`config.mk`:
```
export PLATFORM = sky130hd
export DESIGN_NAME = ppu_cpu_register_port_top_flat
export DESIGN_NICKNAME = d
export VERILOG_FILES = /design/src/ppucpu_pkg.sv /design/src/ppucpu_cmd_if.sv /design/src/ppucpu_rsp_if.sv /design/src/ppucpu_ctrl.sv /design/src/ppucpu_dp.sv /design/src/ppu_cpu_register_port_top.sv /design/src/flat_wrapper.sv
export SDC_FILE = /design/constraint.sdc
export NUM_CORES = 2
export LEC_CHECK = 0
export ABC_AREA = 1
export BUFFER_PORTS_ARGS = -buffer_cell sky130_fd_sc_hd__buf_4
export CELL_PAD_IN_SITES_DETAIL_PLACEMENT = 0
export CELL_PAD_IN_SITES_GLOBAL_PLACEMENT = 2
export CORE_MARGIN = 3
export CORE_UTILIZATION = 38
export DETAILED_ROUTE_END_ITERATION = 12
export PLACE_DENSITY_LB_ADDON = 0.1
export SLEW_MARGIN = 5
export SYNTH_ARGS = -nofsm -noshare
export SYNTH_HDL_FRONTEND = slang
export SYNTH_HIERARCHICAL = 1
export SYNTH_SLANG_ARGS = --single-unit
export TNS_END_PERCENT = 10
```
`constraint.sdc`:
```
create_clock -name clk -period 9.5 [get_ports clk]
set_clock_uncertainty 0.05 [all_clocks]
set_input_delay 1.9 -clock clk [delete_from_list [all_inputs] [get_ports clk]]
set_output_delay 1.9 -clock clk [all_outputs]
set_load 0.05 [all_outputs]
```
`src/ppucpu_pkg.sv`:
```
// Package for the picture-unit CPU register port: operation and register codes,
// bit masks of the scroll and status logic, and the controller state and command types.
// No dependencies; the controller, datapath, top level and testbench import it.
package ppucpu_pkg;

	localparam int unsigned SPRITE_BYTES   = 256;
	localparam int unsigned VRAM_ADDR_BITS = 14;
	localparam int unsigned OAM_ADDR_BITS  = $clog2(SPRITE_BYTES);

	// Item operations.
	localparam logic [2:0] OP_READ   = 3'd0;
	localparam logic [2:0] OP_WRITE  = 3'd1;
	localparam logic [2:0] OP_RETURN = 3'd2;
	localparam logic [2:0] OP_STATUS = 3'd3;
	localparam logic [2:0] OP_SOFT   = 3'd4;

	// Register indexes.
	localparam logic [2:0] REG_CTRL     = 3'd0;
	localparam logic [2:0] REG_MASK     = 3'd1;
	localparam logic [2:0] REG_STATUS   = 3'd2;
	localparam logic [2:0] REG_OAM_ADDR = 3'd3;
	localparam logic [2:0] REG_OAM_DATA = 3'd4;
	localparam logic [2:0] REG_SCROLL   = 3'd5;
	localparam logic [2:0] REG_ADDR     = 3'd6;
	localparam logic [2:0] REG_DATA     = 3'd7;

	localparam logic [7:0] STATUS_RESET     = 8'hA0;
	localparam logic [7:0] STATUS_FLAGS     = 8'hE0;
	localparam logic [7:0] STATUS_LOW_KEEP  = 8'h1F;
	localparam logic [7:0] VBLANK_CLEAR     = 8'h7F;
	localparam logic [7:0] OAM_ATTR_MASK    = 8'hE3;

	localparam logic [14:0] T_NT_SEL    = 15'h0C00;
	localparam logic [14:0] T_COARSE_X  = 15'h001F;
	localparam logic [14:0] T_FINE_Y_CY = 15'h73E0;
	localparam logic [14:0] T_LOW_KEEP  = 15'h00FF;
	localparam logic [14:0] T_HIGH_KEEP = 15'h7F00;

	localparam logic [15:0] V_STEP_ROW = 16'd32;
	localparam logic [15:0] V_STEP_COL = 16'd1;

	localparam logic [VRAM_ADDR_BITS-1:0] NT_TAIL = 14'h3EFF;
	localparam logic [VRAM_ADDR_BITS-1:0] NT_MASK = 14'h2FFF;

	typedef enum logic [1:0] {
		S_IDLE = 2'b01,
		S_EXEC = 2'b10
	} ctl_state_t;

	typedef struct packed {
		logic capture;
		logic execute;
	} ctl_cmd_t;

endpackage

```
`src/ppucpu_cmd_if.sv`:
```
// Input channel of the register port: one bus access or control item per beat.
// Depends on nothing.
interface ppucpu_cmd_if;
	logic       valid;
	logic       ready;
	logic [2:0] op;
	logic [2:0] reg_index;
	logic [7:0] write_data;
	logic [7:0] mem_data;
	logic [7:0] nt_data;
	logic [2:0] status_bits;

	modport source (output valid, op, reg_index, write_data, mem_data, nt_data, status_bits,
		input ready);
	modport sink (input valid, op, reg_index, write_data, mem_data, nt_data, status_bits,
		output ready);
endinterface

```
`src/ppucpu_rsp_if.sv`:
```
// Result channel of the register port: one result beat per accepted item.
// Depends on nothing.
interface ppucpu_rsp_if;
	logic        valid;
	logic        ready;
	logic [7:0]  read_data;
	logic        read_valid;
	logic        mem_req;
	logic        mem_write;
	logic [13:0] mem_addr;
	logic [7:0]  mem_wdata;
	logic [13:0] nt_addr;
	logic        nmi_line;
	logic [2:0]  fine_scroll_x;
	logic [15:0] vram_address;
	logic [14:0] temp_address;
	logic        status;

	modport source (output valid, read_data, read_valid, mem_req, mem_write, mem_addr,
		mem_wdata, nt_addr, nmi_line, fine_scroll_x, vram_address, temp_address, status,
		input ready);
	modport sink (input valid, read_data, read_valid, mem_req, mem_write, mem_addr,
		mem_wdata, nt_addr, nmi_line, fine_scroll_x, vram_address, temp_address, status,
		output ready);
endinterface

```
`src/ppucpu_ctrl.sv`:
```
// Controller of the register port: accept/execute sequencer and result-valid flag.
// Depends on ppucpu_pkg.
module ppucpu_ctrl import ppucpu_pkg::*; (
	input  logic     clk,
	input  logic     arst_n,
	input  logic     in_valid,
	output logic     in_ready,
	output logic     out_valid,
	input  logic     out_ready,
	output ctl_cmd_t ctl
);

	ctl_state_t state_q;
	logic       out_valid_q;

	assign in_ready    = (state_q == S_IDLE);
	assign ctl.capture = in_valid && in_ready;
	assign ctl.execute = (state_q == S_EXEC) && (!out_valid_q || out_ready);
	assign out_valid   = out_valid_q;

	always_ff @(posedge clk or negedge arst_n) begin
		if (!arst_n) begin
			state_q     <= S_IDLE;
			out_valid_q <= 1'b0;
		end else begin
			unique case (state_q)
				S_IDLE: begin
					if (ctl.capture) begin
						state_q <= S_EXEC;
					end
				end
				S_EXEC: begin
					if (ctl.execute) begin
						state_q <= S_IDLE;
					end
				end
				default: state_q <= S_IDLE;
			endcase
			if (ctl.execute) begin
				out_valid_q <= 1'b1;
			end else if (out_ready) begin
				out_valid_q <= 1'b0;
			end
		end
	end

	a_capture_to_exec: assert property (@(posedge clk) disable iff (!arst_n)
		ctl.capture |=> (state_q == S_EXEC))
		else $error("accepted item did not enter execution");

	a_exec_fills_out: assert property (@(posedge clk) disable iff (!arst_n)
		ctl.execute |=> out_valid_q)
		else $error("executed item produced no result beat");

	a_stall_holds_item: assert property (@(posedge clk) disable iff (!arst_n)
		(state_q == S_EXEC) && out_valid_q && !out_ready |=> (state_q == S_EXEC))
		else $error("item left execution while the result register was full");

	a_state_onehot: assert property (@(posedge clk) disable iff (!arst_n)
		$onehot(state_q))
		else $error("controller state lost its one-hot code");

endmodule

```
`src/ppucpu_dp.sv`:
```
// Datapath of the register port: captured item, register bytes, loopy v/t/fine x,
// sprite memory, read buffer, open-bus latch and the result register. Depends on ppucpu_pkg.
module ppucpu_dp import ppucpu_pkg::*; (
	input  logic        clk,
	input  logic        arst_n,
	input  ctl_cmd_t    ctl,
	input  logic [2:0]  op,
	input  logic [2:0]  reg_index,
	input  logic [7:0]  write_data,
	input  logic [7:0]  mem_data,
	input  logic [7:0]  nt_data,
	input  logic [2:0]  status_bits,
	output logic [7:0]  read_data,
	output logic        read_valid,
	output logic        mem_req,
	output logic        mem_write,
	output logic [13:0] mem_addr,
	output logic [7:0]  mem_wdata,
	output logic [13:0] nt_addr,
	output logic        nmi_line,
	output logic [2:0]  fine_scroll_x,
	output logic [15:0] vram_address,
	output logic [14:0] temp_address,
	output logic        status
);

	// Captured item.
	logic [2:0] op_q, reg_q, sb_q;
	logic [7:0] wd_q, md_q, nd_q;

	// Architectural state.
	logic [7:0]  rf_q [8];
	logic [15:0] v_q;
	logic [14:0] t_q;
	logic [2:0]  fx_q;
	logic        tg_q, pend_q;
	logic [7:0]  buf_q, lat_q;

	logic [7:0] oam_mem [SPRITE_BYTES];
	logic [7:0] oam_rd_q;

	// Next state and result.
	logic [7:0]  rf_n [8];
	logic [15:0] v_n, vinc;
	logic [14:0] t_n;
	logic [2:0]  fx_n;
	logic        tg_n, pend_n;
	logic [7:0]  buf_n, lat_n, val;
	logic [7:0]  rdata, mwd, oam_wd;
	logic        rvalid, req, mwr, ign, oam_we;
	logic [VRAM_ADDR_BITS-1:0] maddr;

	always_comb begin
		rf_n   = rf_q;
		v_n    = v_q;
		t_n    = t_q;
		fx_n   = fx_q;
		tg_n   = tg_q;
		pend_n = pend_q;
		buf_n  = buf_q;
		lat_n  = lat_q;
		val    = lat_q;
		rdata  = '0;
		rvalid = 1'b0;
		req    = 1'b0;
		mwr    = 1'b0;
		maddr  = '0;
		mwd    = '0;
		ign    = 1'b0;
		oam_we = 1'b0;
		oam_wd = wd_q;
		vinc   = rf_q[REG_CTRL][2] ? V_STEP_ROW : V_STEP_COL;
		priority if (op_q == OP_READ && !pend_q) begin
			unique case (reg_q)
				REG_STATUS: begin
					val              = (rf_q[REG_STATUS] & STATUS_FLAGS) | (lat_q & STATUS_LOW_KEEP);
					rf_n[REG_STATUS] = rf_q[REG_STATUS] & VBLANK_CLEAR;
					tg_n             = 1'b0;
				end
				REG_OAM_DATA: val = oam_rd_q;
				REG_DATA: begin
					req    = 1'b1;
					maddr  = v_q[VRAM_ADDR_BITS-1:0];
					pend_n = 1'b1;
				end
				default: val = lat_q;
			endcase
			if (!req) begin
				lat_n  = val;
				rdata  = val;
				rvalid = 1'b1;
			end
		end else if (op_q == OP_WRITE && !pend_q) begin
			lat_n = wd_q;
			if (reg_q != REG_STATUS) begin
				rf_n[reg_q] = wd_q;
			end
			unique case (reg_q)
				REG_CTRL: t_n = (t_q & ~T_NT_SEL) | {3'b000, wd_q[1:0], 10'd0};
				REG_OAM_DATA: begin
					oam_we = 1'b1;
					oam_wd = (rf_q[REG_OAM_ADDR][1:0] == 2'b10) ? (wd_q & OAM_ATTR_MASK) : wd_q;
					rf_n[REG_OAM_ADDR] = rf_q[REG_OAM_ADDR] + 8'd1;
				end
				REG_SCROLL: begin
					if (!tg_q) begin
						t_n  = (t_q & ~T_COARSE_X) | {10'd0, wd_q[7:3]};
						fx_n = wd_q[2:0];
					end else begin
						t_n = (t_q & ~T_FINE_Y_CY) | {wd_q[2:0], 2'b00, wd_q[7:3], 5'd0};
					end
					tg_n = ~tg_q;
				end
				REG_ADDR: begin
					if (!tg_q) begin
						t_n = (t_q & T_LOW_KEEP) | {1'b0, wd_q[5:0], 8'd0};
					end else begin
						t_n = (t_q & T_HIGH_KEEP) | {7'd0, wd_q};
						v_n = {1'b0, t_n};
					end
					tg_n = ~tg_q;
				end
				REG_DATA: begin
					req   = 1'b1;
					mwr   = 1'b1;
					maddr = v_q[VRAM_ADDR_BITS-1:0];
					mwd   = wd_q;
					v_n   = v_q + vinc;
				end
				default: lat_n = wd_q;
			endcase
		end else if (op_q == OP_RETURN && pend_q) begin
			if (v_q[VRAM_ADDR_BITS-1:0] <= NT_TAIL) begin
				val   = buf_q;
				buf_n = md_q;
			end else begin
				val   = md_q;
				buf_n = nd_q;
			end
			v_n    = v_q + vinc;
			lat_n  = val;
			rdata  = val;
			rvalid = 1'b1;
			pend_n = 1'b0;
		end else if (op_q == OP_STATUS) begin
			rf_n[REG_STATUS] = (rf_q[REG_STATUS] & STATUS_LOW_KEEP) | {sb_q, 5'd0};
		end else if (op_q == OP_SOFT) begin
			rf_n[REG_CTRL]   = '0;
			rf_n[REG_MASK]   = '0;
			rf_n[REG_SCROLL] = '0;
			tg_n   = 1'b0;
			buf_n  = '0;
			lat_n  = '0;
			v_n    = '0;
			t_n    = '0;
			fx_n   = '0;
			pend_n = 1'b0;
		end else begin
			ign = 1'b1;
		end
	end

	always_ff @(posedge clk) begin
		if (ctl.capture) begin
			op_q  <= op;
			reg_q <= reg_index;
			wd_q  <= write_data;
			md_q  <= mem_data;
			nd_q  <= nt_data;
			sb_q  <= status_bits;
		end
	end

	always_ff @(posedge clk or negedge arst_n) begin
		if (!arst_n) begin
			for (int i = 0; i < 8; i++) begin
				rf_q[i] <= '0;
			end
			rf_q[REG_STATUS] <= STATUS_RESET;
			v_q    <= '0;
			t_q    <= '0;
			fx_q   <= '0;
			tg_q   <= 1'b0;
			pend_q <= 1'b0;
			buf_q  <= '0;
			lat_q  <= '0;
		end else if (ctl.execute) begin
			rf_q   <= rf_n;
			v_q    <= v_n;
			t_q    <= t_n;
			fx_q   <= fx_n;
			tg_q   <= tg_n;
			pend_q <= pend_n;
			buf_q  <= buf_n;
			lat_q  <= lat_n;
		end
	end

	always_ff @(posedge clk) begin
		if (ctl.execute && oam_we) begin
			oam_mem[rf_q[REG_OAM_ADDR][OAM_ADDR_BITS-1:0]] <= oam_wd;
		end
		oam_rd_q <= oam_mem[rf_q[REG_OAM_ADDR][OAM_ADDR_BITS-1:0]];
	end

	always_ff @(posedge clk) begin
		if (ctl.execute) begin
			read_data     <= rdata;
			read_valid    <= rvalid;
			mem_req       <= req;
			mem_write     <= mwr;
			mem_addr      <= maddr;
			mem_wdata     <= mwd;
			nt_addr       <= maddr & NT_MASK;
			nmi_line      <= rf_n[REG_CTRL][7] & rf_n[REG_STATUS][7];
			fine_scroll_x <= fx_n;
			vram_address  <= v_n;
			temp_address  <= t_n;
			status        <= ign;
		end
	end

endmodule

```
`src/ppu_cpu_register_port_top.sv`:
```
// Top level of the picture-unit CPU register port.
// Depends on ppucpu_pkg, ppucpu_cmd_if, ppucpu_rsp_if, ppucpu_ctrl and ppucpu_dp.
//
//   channel  modport  beat carries
//   cmd      sink     op, reg_index, write_data, mem_data, nt_data, status_bits
//   rsp      source   read_data, read_valid, mem_*, nt_addr, nmi_line, scroll and address view
//
// Each item is captured in the cycle it is accepted, then evaluated in the execute state
// against the register state as it loads the result register; cmd takes no new beat meanwhile.
// The sprite memory is read ahead at the current oam address, so that byte is ready at evaluation.
// A data-port read is two items: the request beat, then a memory-return beat.
// Reset (arst_n) clears the registers (status takes its reset value), v, t, fine x, toggle,
// buffer, latch and the pending read; sprite memory contents are not reset.
// If the result register is still full when an item is evaluated, the item holds in
// execution until rsp takes the waiting beat; cmd stays not ready in the meantime.
module ppu_cpu_register_port_top import ppucpu_pkg::*; (
	input logic          clk,
	input logic          arst_n,
	ppucpu_cmd_if.sink   cmd,
	ppucpu_rsp_if.source rsp
);

	// Command pair from the sequencer to the datapath: capture on acceptance,
	// execute when the result register can take the outcome.
	ctl_cmd_t ctl;

	ppucpu_ctrl u_ctrl (
		.clk       (clk),
		.arst_n    (arst_n),
		.in_valid  (cmd.valid),
		.in_ready  (cmd.ready),
		.out_valid (rsp.valid),
		.out_ready (rsp.ready),
		.ctl       (ctl)
	);

	// The datapath owns all architectural state and the result payload register.
	ppucpu_dp u_dp (
		.clk           (clk),
		.arst_n        (arst_n),
		.ctl           (ctl),
		.op            (cmd.op),
		.reg_index     (cmd.reg_index),
		.write_data    (cmd.write_data),
		.mem_data      (cmd.mem_data),
		.nt_data       (cmd.nt_data),
		.status_bits   (cmd.status_bits),
		.read_data     (rsp.read_data),
		.read_valid    (rsp.read_valid),
		.mem_req       (rsp.mem_req),
		.mem_write     (rsp.mem_write),
		.mem_addr      (rsp.mem_addr),
		.mem_wdata     (rsp.mem_wdata),
		.nt_addr       (rsp.nt_addr),
		.nmi_line      (rsp.nmi_line),
		.fine_scroll_x (rsp.fine_scroll_x),
		.vram_address  (rsp.vram_address),
		.temp_address  (rsp.temp_address),
		.status        (rsp.status)
	);

endmodule

```
`src/flat_wrapper.sv`:
```
// flat-port wrapper written by rule: the top's interface ports become plain ports
module ppu_cpu_register_port_top_flat import ppucpu_pkg::*;
  (clk, arst_n, cmd_valid, cmd_op, cmd_reg_index, cmd_write_data, cmd_mem_data, cmd_nt_data, cmd_status_bits, cmd_ready, rsp_valid, rsp_read_data, rsp_read_valid, rsp_mem_req, rsp_mem_write, rsp_mem_addr, rsp_mem_wdata, rsp_nt_addr, rsp_nmi_line, rsp_fine_scroll_x, rsp_vram_address, rsp_temp_address, rsp_status, rsp_ready);
  ppucpu_cmd_if cmd_i ();
  ppucpu_rsp_if rsp_i ();
  input logic clk;
  input logic arst_n;
  input wire logic [$bits(cmd_i.valid)-1:0] cmd_valid;
  input wire logic [$bits(cmd_i.op)-1:0] cmd_op;
  input wire logic [$bits(cmd_i.reg_index)-1:0] cmd_reg_index;
  input wire logic [$bits(cmd_i.write_data)-1:0] cmd_write_data;
  input wire logic [$bits(cmd_i.mem_data)-1:0] cmd_mem_data;
  input wire logic [$bits(cmd_i.nt_data)-1:0] cmd_nt_data;
  input wire logic [$bits(cmd_i.status_bits)-1:0] cmd_status_bits;
  output wire logic [$bits(cmd_i.ready)-1:0] cmd_ready;
  output wire logic [$bits(rsp_i.valid)-1:0] rsp_valid;
  output wire logic [$bits(rsp_i.read_data)-1:0] rsp_read_data;
  output wire logic [$bits(rsp_i.read_valid)-1:0] rsp_read_valid;
  output wire logic [$bits(rsp_i.mem_req)-1:0] rsp_mem_req;
  output wire logic [$bits(rsp_i.mem_write)-1:0] rsp_mem_write;
  output wire logic [$bits(rsp_i.mem_addr)-1:0] rsp_mem_addr;
  output wire logic [$bits(rsp_i.mem_wdata)-1:0] rsp_mem_wdata;
  output wire logic [$bits(rsp_i.nt_addr)-1:0] rsp_nt_addr;
  output wire logic [$bits(rsp_i.nmi_line)-1:0] rsp_nmi_line;
  output wire logic [$bits(rsp_i.fine_scroll_x)-1:0] rsp_fine_scroll_x;
  output wire logic [$bits(rsp_i.vram_address)-1:0] rsp_vram_address;
  output wire logic [$bits(rsp_i.temp_address)-1:0] rsp_temp_address;
  output wire logic [$bits(rsp_i.status)-1:0] rsp_status;
  input wire logic [$bits(rsp_i.ready)-1:0] rsp_ready;
  assign cmd_i.valid = cmd_valid;
  assign cmd_i.op = cmd_op;
  assign cmd_i.reg_index = cmd_reg_index;
  assign cmd_i.write_data = cmd_write_data;
  assign cmd_i.mem_data = cmd_mem_data;
  assign cmd_i.nt_data = cmd_nt_data;
  assign cmd_i.status_bits = cmd_status_bits;
  assign cmd_ready = cmd_i.ready;
  assign rsp_valid = rsp_i.valid;
  assign rsp_read_data = rsp_i.read_data;
  assign rsp_read_valid = rsp_i.read_valid;
  assign rsp_mem_req = rsp_i.mem_req;
  assign rsp_mem_write = rsp_i.mem_write;
  assign rsp_mem_addr = rsp_i.mem_addr;
  assign rsp_mem_wdata = rsp_i.mem_wdata;
  assign rsp_nt_addr = rsp_i.nt_addr;
  assign rsp_nmi_line = rsp_i.nmi_line;
  assign rsp_fine_scroll_x = rsp_i.fine_scroll_x;
  assign rsp_vram_address = rsp_i.vram_address;
  assign rsp_temp_address = rsp_i.temp_address;
  assign rsp_status = rsp_i.status;
  assign rsp_i.ready = rsp_ready;
  ppu_cpu_register_port_top u_core (.clk(clk), .arst_n(arst_n), .cmd(cmd_i), .rsp(rsp_i));
endmodule
```
* Word level (Yosys, flattened, before mapping) *
Memories as Yosys holds them, arrays and structs flattened. A register that Yosys moved wholly into a read port is not among the register bits.
Cells that the tools add are included.

storage, ports and cells
  input port bits = 37
  memories = 1
  RAM bits = 2048
  logic and storage cells = 205
  output and inout bits = 85
  register bits after elaboration = 234

memory list
  name                 depth  bits a word  rd ports  clocked after memory_dff  wr ports  line             RTL
  u_core.u_dp.oam_mem  256    8            1         1                         1         ppucpu_dp.sv:39  logic [7:0] oam_mem [SPRITE_BYTES];

cells by class
  add/subtract/negate cells = 2
  bitwise logic cells = 13
  reduce and logical (&&, ||, !) cells = 32
  equality and inequality tests = 28
  multiplexer cells = 89
  order comparisons = 3

operator list
  operator                count
  $mux W8                 20
  $mux W16                9
  $mux W15                7
  $bwmux W64              1
  $mux W64                1
  $mux W24                2
  $pmux W15 S3            1
  $mux W14                3
  $pmux W16 S2            1
  $mux W1                 27
  $demux W8 S3            1
  $mux W3                 7
  $mux W5                 4
  $add A16 B16 Y16        1
  $pmux W8 S2             1
  $eq A3 B3 Y1 const B    5
  $or A12 B15 Y15         1
  $or A15 B12 Y15         1
  $or A15 B5 Y15          1
  $or A15 B8 Y15          1
  $reduce_and A5 Y1       3
  $le A14 B14 Y1 const B  1
  $or A8 B14 Y14          1
  $ne A2 B2 Y1 const B    6
  other kinds (32)        61

* Longest topological paths before layout *
  depth after elaboration = 10
  depth in mapped cells = 17
  mapped depth without buffers = 14

* Hierarchy *
The synthesis kept the hierarchy.

by module, submodules not included
  module       times used  area each (um2)  sequential area each (um2)  cells each
  ppucpu_dp    1           93886.3          66351.1                     8887
  ppucpu_ctrl  1           146.4            76.3                        21

* Least setup slack after synthesis *
No wires, ideal clock.

  kind = register to register
  from = reg u_core/u_dp/rf_q[32] (netlist bit)
  to = mem u_core.u_dp.oam_mem[0][2], data pin
  buffers on the path = 5
  cell stages (with the launch flop) = 11
  data required time = 8.060 ns
  setup time = 1.390 ns
  period minus slack after synthesis = 8.868 ns
  setup slack = 0.632 ns
  arrival time = 7.428 ns
  cells stage by stage = dfrtp_1 buf_4 inv_4 buf_6 buf_4 buf_4 buf_2 ha_1 inv_1 nor3_1 nor2_1

on the way
  cells in the longest elaborated chain, start to end = 5

RTL lines
  item                             line              RTL
  start: declaration               ppucpu_dp.sv:32   logic [7:0] rf_q [8];
  start signal: assignment         ppucpu_dp.sv:188  rf_q <= rf_n;
  $eq A2 B2 Y1                     ppucpu_dp.sv:102  oam_wd = (rf_q[REG_OAM_ADDR][1:0] == 2'b10) ? (wd_q & OAM_ATTR_MASK) : wd_q;
  $mux W5                          ppucpu_dp.sv:102
  $mux W5                          ppucpu_dp.sv:98   unique case (reg_q)
  $mux W5                          ppucpu_dp.sv:93   end else if (op_q == OP_WRITE && !pend_q) begin
  $mux W5                          ppucpu_dp.sv:73   priority if (op_q == OP_READ && !pend_q) begin
  named net u_core.u_dp.oam_wd[2]  ppucpu_dp.sv:49   logic [7:0] rdata, mwd, oam_wd;
  end: declaration                 ppucpu_dp.sv:39

The timed path passes the listed nets, and every way through them passes these cells.

==> out/qor.yml <==
outcome:
  outcome: "finished clean"
clocking:
  cts.sinks: 2226
  cts_setup_buffers: 0
  cts_buffer_depth: 3
  cts_made_buffers: 234
  cts_tree: "yes"
  root_buffer: "clkbuf_16"
  clock_latency_ns: 0.86
  htreeDepth: 4
  cts_hold_buf: 0
  cts_resized: 0
  clk_pin_slew_worst_paths_ns: 0.06
final_layout:
  post-route-util: 0.432
  nets: 8938
  stdcell_area_sq_um: 106000
  syn2layout_area_growth_pct: 12.3
  drive_gt1_frac: 0.0681
critical_path:
  critPathRequiredTime_ns: 9.94
  path_buf_inv: 6
  critPathMaxFanout: 19
  cp_cell_sequence: "buf_4, inv_1, nand2_1, inv_1, nor2_4, inv_2, nor2_1, inv_2, nor2_2, buf_4, nand2_1, nor2_1"
  slowest_stage: "nor2_1"
  crit_type: "in2reg"
  crit_arrival_ns: 5.59
  start_kind: "input port"
  path_delay_family: "simple AND/OR/NAND/NOR gates"
  end_kind: "flop"
  slowest_delay_ns: 0.84
floorplanning:
  initial_core_util: 0.384
  die_area_sq_um: 253000
  rows: 181
  coreArea_sq_um: 245000
  pin_count: 122
  die_w_um: 503
  die_height_um: 503
logic_synthesis:
  synth-xor-area-share: 0.000652
  synth-seq-area-share: 0.706
  synth.area.mux_share: 0
  synth_area_sq_um: 94000
  ys.flop_type: "edfxtp_1"
  synth.top_cell.area_share: 0.687
  syn_inst: 8908
  ys_ff_latch: 2226
  post_synth.cell_area_avg_sq_um: 10.6
  ys_top_cells_by_count: "nand2_1, edfxtp_1, nor2_1"
  synth.most_common_cell: "nand2_1"
  synth_top_family_by_area: "simple AND/OR/NAND/NOR gates"
  synth_adder_area_share: 0.000931
  ys_warn_count: 6
  synth_cell_type_count: 43
  synth_top_area_cell: "edfxtp_1"
  synth-edff-count: 2150
  synthSimpleGateAreaFrac: 0.186
  ys_top_cells_by_area: "edfxtp_1, nand2_1, nor2_1, o21ai_0, inv_1"
  synth-compound-area-share: 0.0575
  synth_nets: 8952
  synth-async-reset-ratio: 0.0305
place:
  dp_hpwl_um: 176000
  port_buffers: 120
  routabilityCongestion: 0.820
  place_area_sq_um: 97800
  place_ws_ns: 3.50
power:
  leakage_nw: 40.0
  power.density_nw_per_um2: 204
  ir_drop_mv: 0.159
sta:
  hold_viol_final: 0
  setup_ws_ns: 4.35
  fin_crit_ns: 5.15
  max_freq_mhz: 194
  setup_viol: 0
  setup_tns_ns: 0
  post-route-period-util: 0.542
  relSlewSlack: 0.159
  drv_slew: 0
  worstMarginPinSlew_ns: 1.25
  rsz0062_at_grt: "false"
grt:
  grt_pass1_wl_um: 441000
  grt_overflow: 0
  antenna_found_initial: 17
  grt_usage: 0.238
  grt_max_degree: 171
  grt_pass1_vias: 63110
drt:
  routed_wl_um: 306000
  drc: 0
  firstDrtPassIters: 8
  num_vias: 63193
  wire_per_inst_um: 24.9
  via_per_inst: 5.14
  drtIter0Drc: 5719
  postRouteAntennaNets: 0
hold_path:
  min_path_type: "reg2reg"
run:
  drv_cap: 0
-- kinds of logic after synthesis --
family	Yosys count
buf+inv	1050
xor+xnor	7
flops	2226
compound gates	1047
fa+ha+maj	7
other cells	1
simple gates	4570
-- layout by cell type (no fill, tap or decap), types with 56 or more instances in the layout --
| master | count |
|---|---|
| dfrtp_1 | 63 |
| o21ai_0 | 770 |
| clkinv_1 | 56 |
| o21ai_1 | 136 |
| clkbuf_16 | 237 |
| nand3_1 | 227 |
| edfxtp_1 | 2150 |
| a21oi_1 | 62 |
| nand2_1 | 2650 |
| buf_4 | 202 |
| inv_1 | 562 |
| nor2_1 | 1632 |
-- worst paths after layout --
path	from	to	cells past startpoint	slack [ns]
min in group asynchronous	arst_n	u_core/u_dp/v_q[9]$_DFFE_PN0P_	1	0.86
hold reg to reg	u_core/u_dp/lat_q[7]$_DFFE_PN0P_	u_core/u_dp/lat_q[7]$_DFFE_PN0P_	2	0.43
setup reg to reg	u_core/u_dp/rf_q[32]$_DFFE_PN0P_	u_core/u_dp/oam_rd_q[0]$_DFF_P_	14	5.03
setup / recovery	rsp_ready	u_core/u_dp/oam_mem[38][5]$_DFFE_PP_	12	4.35
hold / removal	u_core/u_dp/lat_q[7]$_DFFE_PN0P_	u_core/u_dp/lat_q[7]$_DFFE_PN0P_	2	0.43
max in group asynchronous	arst_n	u_core/u_dp/rf_q[32]$_DFFE_PN0P_	2	7.33
-- layer usage --
layer  GRT usage  vias up  part of all wire
li1            -    29603                 -
met1       0.330    31509              0.44
met2       0.400     1736              0.48
met3      0.0326      345             0.054
met4      0.0545        0             0.022
met5           0        -                 0
-- flip-flops by register name, indices dropped and copies added (netlist names), 13 cells and up --
signal,cells
u_core/u_dp/t_q,15
u_core/u_dp/oam_mem,2048
u_core/u_dp/rf_q,13
u_core/u_dp/vram_address,16
u_core/u_dp/temp_address,15
u_core/u_dp/v_q,16
u_core/u_dp/mem_addr,14
-- area by class of cell --
cell class / count / area, sq um
inverter: 577 / 2190
multi-input combinational: 5632 / 23200
clock buffer: 275 / 6100
antenna: 2 / 5.00
tap: 3202 / 4010
sequential: 2226 / 66400
timing repair buffer: 223 / 1940
clock inverter: 165 / 1680
fill: 23476 / 139000
-- through the flow --
step                      total power, mW  cells  hold WS, ns
final                                21.5  12302        0.429
after global routing                 22.3  12301        0.449
after CTS                            21.8  12300        0.433
after detailed placement             12.5  11860        0.416
after global placement               12.5  11860        0.412
after floorplan                      11.9   8908        0.383
-- worst reg2reg max path, stage by stage, from the launching register on --
cell,delay (ns)
dfrtp_4,0.70
buf_4,0.51
buf_4,0.65
buf_4,0.53
nand2_1,0.12
nand3_1,0.10
nand2_1,0.07
nand2_1,0.08
nand2_1,0.07
o21ai_0,0.97
nand2_1,0.12
nor2_1,0.17
nor2_1,0.06
nor2_1,0.11
nand2_1,0.05
-- report_power, final --
group	switching, mW	internal, mW
sequential	0.0587	10.9
combinational	1.07	0.253
clock	3.87	5.37
(Power assumes the default switching activity.)
